**src/rtl/arss_pkg.sv**
```systemverilog
// Package for the auto-range sensor scaler: request/result types and constants.
`default_nettype none
package arss_pkg;

  localparam int unsigned NumChannelsDef = 256;
  localparam int unsigned SampleBitsDef  = 16;
  localparam int unsigned ScaleTop       = 255;
  localparam int unsigned PercentMax     = 100;
  localparam logic [15:0] MinSpanReset   = 16'd500;

  typedef enum logic [1:0] {
    OP_SAMPLE = 2'd0,
    OP_DAMPEN = 2'd1,
    OP_CLEAR  = 2'd2,
    OP_NONE   = 2'd3
  } opcode_t;

  typedef struct packed {
    logic [1:0]  opcode;
    logic [7:0]  channel;
    logic [15:0] sample_value;
    logic [7:0]  dampen_amount;
  } in_t;

  typedef struct packed {
    logic [7:0] scaled_value;
    logic [7:0] channel_echo;
  } out_t;

endpackage
`default_nettype wire

```
**src/rtl/arss_divider.sv**
```systemverilog
// Bit-serial restoring divider, one quotient bit per cycle.
`default_nettype none
module arss_divider import arss_pkg::*; #(
  parameter int unsigned NW = SampleBitsDef + 8,
  parameter int unsigned DW = 16
) (
  input  wire logic          clk,
  input  wire logic          rst_n,
  input  wire logic          start,
  input  wire logic [NW-1:0] num,
  input  wire logic [DW-1:0] den,
  output logic               done,
  output logic      [NW-1:0] quo
);

  localparam int unsigned CW = $clog2(NW + 1);

  logic [NW-1:0] num_r;
  logic [DW-1:0] den_r;
  logic [DW-1:0] rem_r;
  logic [CW-1:0] cnt_r;
  logic          busy_r;
  logic          done_r;
  logic [DW:0]   trial;
  logic          fits;

  assign trial = {rem_r, num_r[NW-1]};
  assign fits  = trial >= {1'b0, den_r};

  always_ff @(posedge clk) begin
    if (!rst_n) begin
      busy_r <= 1'b0;
      done_r <= 1'b0;
      cnt_r  <= '0;
    end else begin
      done_r <= 1'b0;
      if (start) begin
        num_r  <= num;
        den_r  <= den;
        rem_r  <= '0;
        cnt_r  <= CW'(NW);
        busy_r <= 1'b1;
      end else if (busy_r) begin
        rem_r <= fits ? DW'(trial - {1'b0, den_r}) : trial[DW-1:0];
        num_r <= {num_r[NW-2:0], fits};
        cnt_r <= cnt_r - 1'b1;
        if (cnt_r == CW'(1)) begin
          busy_r <= 1'b0;
          done_r <= 1'b1;
        end
      end
    end
  end

  assign done = done_r;
  assign quo  = num_r;

endmodule
`default_nettype wire

```
**config.mk**
```make
export PLATFORM = sky130hd
export DESIGN_NAME = arss_divider
export DESIGN_NICKNAME = d
export VERILOG_FILES = /design/src/rtl/arss_pkg.sv /design/src/rtl/arss_divider.sv
export SDC_FILE = /design/constraint.sdc
export NUM_CORES = 1
export LEC_CHECK = 0
export BUFFER_PORTS_ARGS = -buffer_cell sky130_fd_sc_hd__buf_4
export CORE_ASPECT_RATIO = 1.1
export CORE_MARGIN = 2
export CORE_UTILIZATION = 45
export CTS_BUF_LIST = sky130_fd_sc_hd__clkbuf_8
export DETAILED_ROUTE_END_ITERATION = 10
export PLACE_DENSITY = 0.75
export SYNTH_ARGS = -nofsm -noshare
export SYNTH_HDL_FRONTEND = slang
export SYNTH_SLANG_ARGS = --single-unit
```
**constraint.sdc**
```tcl
create_clock -name clk -period 3.8 [get_ports clk]
set_input_delay 0 -clock clk [delete_from_list [all_inputs] [get_ports clk]]
set_output_delay 0 -clock clk [all_outputs]
set_load 0.005 [all_outputs]
```
* After elaboration in Yosys (flattened, before gate mapping)
Cells that the tools add are included.
Word-level totals: register bits 63, output and inout bits 25, logic and storage cells 28
Cells by class: add/sub/neg operators 2, order comparisons 1, eq/ne operators 1, mux-type cells 10, bitwise gates (word level) 2, reductions and logical operators 5
Operator list (number):
- $mux 24 | 2
- $mux 16 | 2
- $ge 17x16->1 | 1
- $sub 16x16->16 | 1
- $mux 5 | 2
- $eq 5x1->1 const B | 1
- $sub 5x1->5 const B | 1
- $mux 1 | 4
- $reduce_and 2->1 | 2
- $reduce_or 3->1 | 1
- $not 1->1 | 2
- $reduce_bool 2->1 | 1
- $reduce_or 2->1 | 1

* Depth between registers and ports, before layout
depth after elaboration 4, depth in mapped cells 10

* Least setup slack after synthesis
No wires, ideal clock.
kind reg-to-reg, start register rem_r[11], end register num_r[0], in the netlist quo[0], data pin, setup time 260 ps, arrival 2042 ps, slack 1498 ps, stages on the path, launching flop included 9, buffers on the path 1, period minus slack after synthesis 2302 ps, path through edfxtp_1 > ha_1 > a21o_1 > a211o_1 > nor2_2 > o31a_1 > buf_6 > nand2_8 > mux2_4
Between the ends: word-level cells in the longest chain between the ends 3
RTL lines:
- from (decl) | RTL line arss_divider.sv:20 | logic [DW-1:0] rem_r;
- from (signal assigned) | RTL line arss_divider.sv:44 | rem_r <= fits ? DW'(trial - {1'b0, den_r}) : trial[DW-1:0];
- $ge 17x16->1 | RTL line arss_divider.sv:28 | assign fits = trial >= {1'b0, den_r};
- $mux 24 | RTL line arss_divider.sv:43 | end else if (busy_r) begin
- $mux 24 | RTL line arss_divider.sv:37 | if (start) begin
- to (signal assigned) | RTL line arss_divider.sv:38 | num_r <= num;
- to (signal assigned) | RTL line arss_divider.sv:45 | num_r <= {num_r[NW-2:0], fits};
- to (decl) | RTL line arss_divider.sv:18 | logic [NW-1:0] num_r;
No other way between the ends. The select of a mux whose other input is x is not followed. A chain may end at the register's enable or synchronous reset.

* Worst setup path in the final report
Same ends and word-level chain as after synthesis.

==> results.toml <==
[logic_synthesis]
yosys.area.top_type_share = 0.464
synth_nets = 374
syn_area_um2 = 3620
ys_ff_latch = 63
synth_top_flop_cell = "edfxtp_1"
synth_top_cell_by_area = "edfxtp_1"
synth_warnings = 0
yosys.cell_types.count = 62
synth_area_leaders = "edfxtp_1, mux2_2, ha_1"
synth_edf_count = 56
syn-instance-count = 312
ys_async_sr_fraction = 0
synth.avg_cell_area_um2 = 11.6
yosysSeqAreaShare = 0.503

[clock_network]
path_clk_slew_ns = 0.07
clock_sinks = 63
cts_buffers = 9
clock_path_buffers = 2
cts_root_buffer = "clkbuf_8"
insertion_delay_ns = 0.35
ctsHtreeMaxLevel = 3
cts_tree = "built"

[die]
coreArea_um2 = 7870
fp.dieH_um = 98.1
die_area_um2 = 8780
die_width_um = 89.5
io_pins = 68
start_util = 0.460
num_rows = 34

[critical_path]
worstPathMaxFanout = 10
cp-end-kind = "flop"
cp-start-kind = "flop"
critical_path_arrival_ns = 2.82
critPathKind = "reg2reg"
r2r_slack_ns = 1.07
required_ns = 3.90

[detailed_routing]
dr_total_vias = 2952
wl_per_cell_um = 16.5
drtIter0Drc = 295
firstDrtPassIters = 5
drc = 0
vias_per_cell = 5.54
ant_nets = 0
drt_wl_total_um = 8790

[final_layout]
drive_above_1_share = 0.299
seqCellArea_um2 = 1820
area_growth_pct = 33.1
nFillCells = 609
nets = 482
mostFrequentLayoutCells = "buf_4, edfxtp_1, dlygate4sd3_1"
layout_commonest_cell = "buf_4"
antenna_cells = 0
multiInputGateArea_um2 = 1630

[worst_hold_path]
hold_path.class = "in2reg"

[sta]
hold_viol_final = 0
min_period_ns = 2.73
rsz0062_at_grt = "false"
timing.final.crit_share = 0.717
slew_headroom = 0.534
tns_ns = 0
final_max_slew_viol_count = 0
setup-violations-final = 0
worst_pin_slew_ns = 0.698
fin_skew_ns = 0.0127
fmax_mhz = 367

[power_and_ir_drop]
power_frac_clock = 0.316
power_frac_comb = 0.259
power_density_nw_per_um2 = 417
power_uw = 2010
worst_ir_drop_vdd_mv = 0.374
leakagePower_uw = 0.00192
p_seq_frac = 0.425
p_sw_uw = 575
p_int_uw = 1440
sw_frac_of_total = 0.286

[grt]
use_met1 = 0.273
gr-usage-met3 = 0.0524
grt_pass1_wl_um = 14900
overflow = 0
grt_busiest_layer = "met2"
grt_max_degree = 42
grt_util_met2 = 0.365
grt_pass1_vias = 3087
grt_usage = 0.218
antenna_found_initial = 0

[placement]
gp_congestion = 0.962
dpl.hpwl_um = 5640
port-buffer-count = 67

[job]
cap_violations = 0

[run_status]
status = "finished, final reports clean"
## kinds of logic after synthesis
group                    Yosys count  share of synthesized area
AND/OR/NAND/NOR                   68                      0.102
adder cells (fa/ha/maj)           19                     0.0677
flip-flops                        63                      0.503
XOR/XNOR                          11                     0.0266
buffers and inverters             37                     0.0459
multiplexers                      25                     0.0788
AO/OA/AOI/OAI                     89                      0.176
## path summary, 6_finish.rpt
path,depth (start not counted),end,startpoint
max,7,quo[0],rem_r[11]
min,3,busy_r,start
max reg2reg,7,quo[0],rem_r[11]
min reg2reg,2,cnt_r[1],cnt_r[1]
## layout make-up
type,count,share of cell area
inverters,25,0.0195
flip-flops and latches,63,0.378
clock buffers,9,0.0257
clock inverters,7,0.0187
multi-input cells,212,0.339
repair buffers,109,0.191
well taps,108,0.0280
## cell usage after synthesis, types with 2 or more instances
cell type	n
o21ai_0	15
buf_4	2
o22ai_1	4
inv_1	24
ha_1	18
nor4b_1	2
o21bai_1	2
o31a_1	2
o2bb2ai_1	2
xor2_1	3
nand3_1	12
a21oi_1	23
a211oi_2	2
nand4_1	2
o31ai_1	3
dfxtp_1	7
buf_2	3
clkbuf_1	4
a31oi_1	2
o21ai_1	2
nor2_1	13
a31o_2	2
or4_1	2
and3_1	4
a21o_1	3
nor3_1	4
nand2_1	15
o21a_1	4
xnor2_1	8
mux2_2	24
and4_1	2
buf_6	2
a211oi_1	6
nor2b_1	2
edfxtp_1	56
o21ba_2	2
a21boi_0	3
o211ai_1	2
## registers in the layout, indices dropped and copies added, names as in the netlist
signal  flops
quo        24
cnt_r       5
den_r      16
busy_r      1
done        1
rem_r      16
## worst max-delay path: stages (launching register included)
cell	delay, ns
edfxtp_1	0.40
ha_1	0.37
a21o_1	0.23
a211o_1	0.33
nor2_2	0.19
o31a_1	0.54
nand2_8	0.14
mux2_4	0.28
## per-stage QoR
| step | hold WS [ns] | std cells | instance area (um2) | util | setup slack (ns) |
|---|---|---|---|---|---|
| floorplan | 0.0989 | 312 | 3620 | - | 1.50 |
| global placement | 0.178 | 476 | 4200 | 0.533 | 1.11 |
| detailed placement | 0.179 | 476 | 4200 | 0.533 | 1.10 |
| CTS | 0.181 | 533 | 4820 | 0.612 | 1.10 |
| global route | 0.235 | 533 | 4820 | 0.612 | 0.946 |
| finish | 0.208 | 533 | 4820 | 0.612 | 1.07 |
## routing by layer
layer  wire length (um)  part of all wire
met5                  0                 0
met2               4600              0.52
met1               3500              0.40
met3                538             0.061
met4                144             0.016
## power by group through the flow
stage               combinational (uW)  sequential, uW  clock (uW)
finish                             522             855         635
CTS                                513             853         648
global route                       577             861         670
floorplan                          349             862           0
detailed placement                 474             868           0
global placement                   463             866           0
## repair_timing
item                      4_1_cts  5_1_grt
hold buffers                   41        0
setup buffers                   0        0
resized for setup               0        0
hold endpoints to repair       47        0
(Power assumes the default switching activity.)
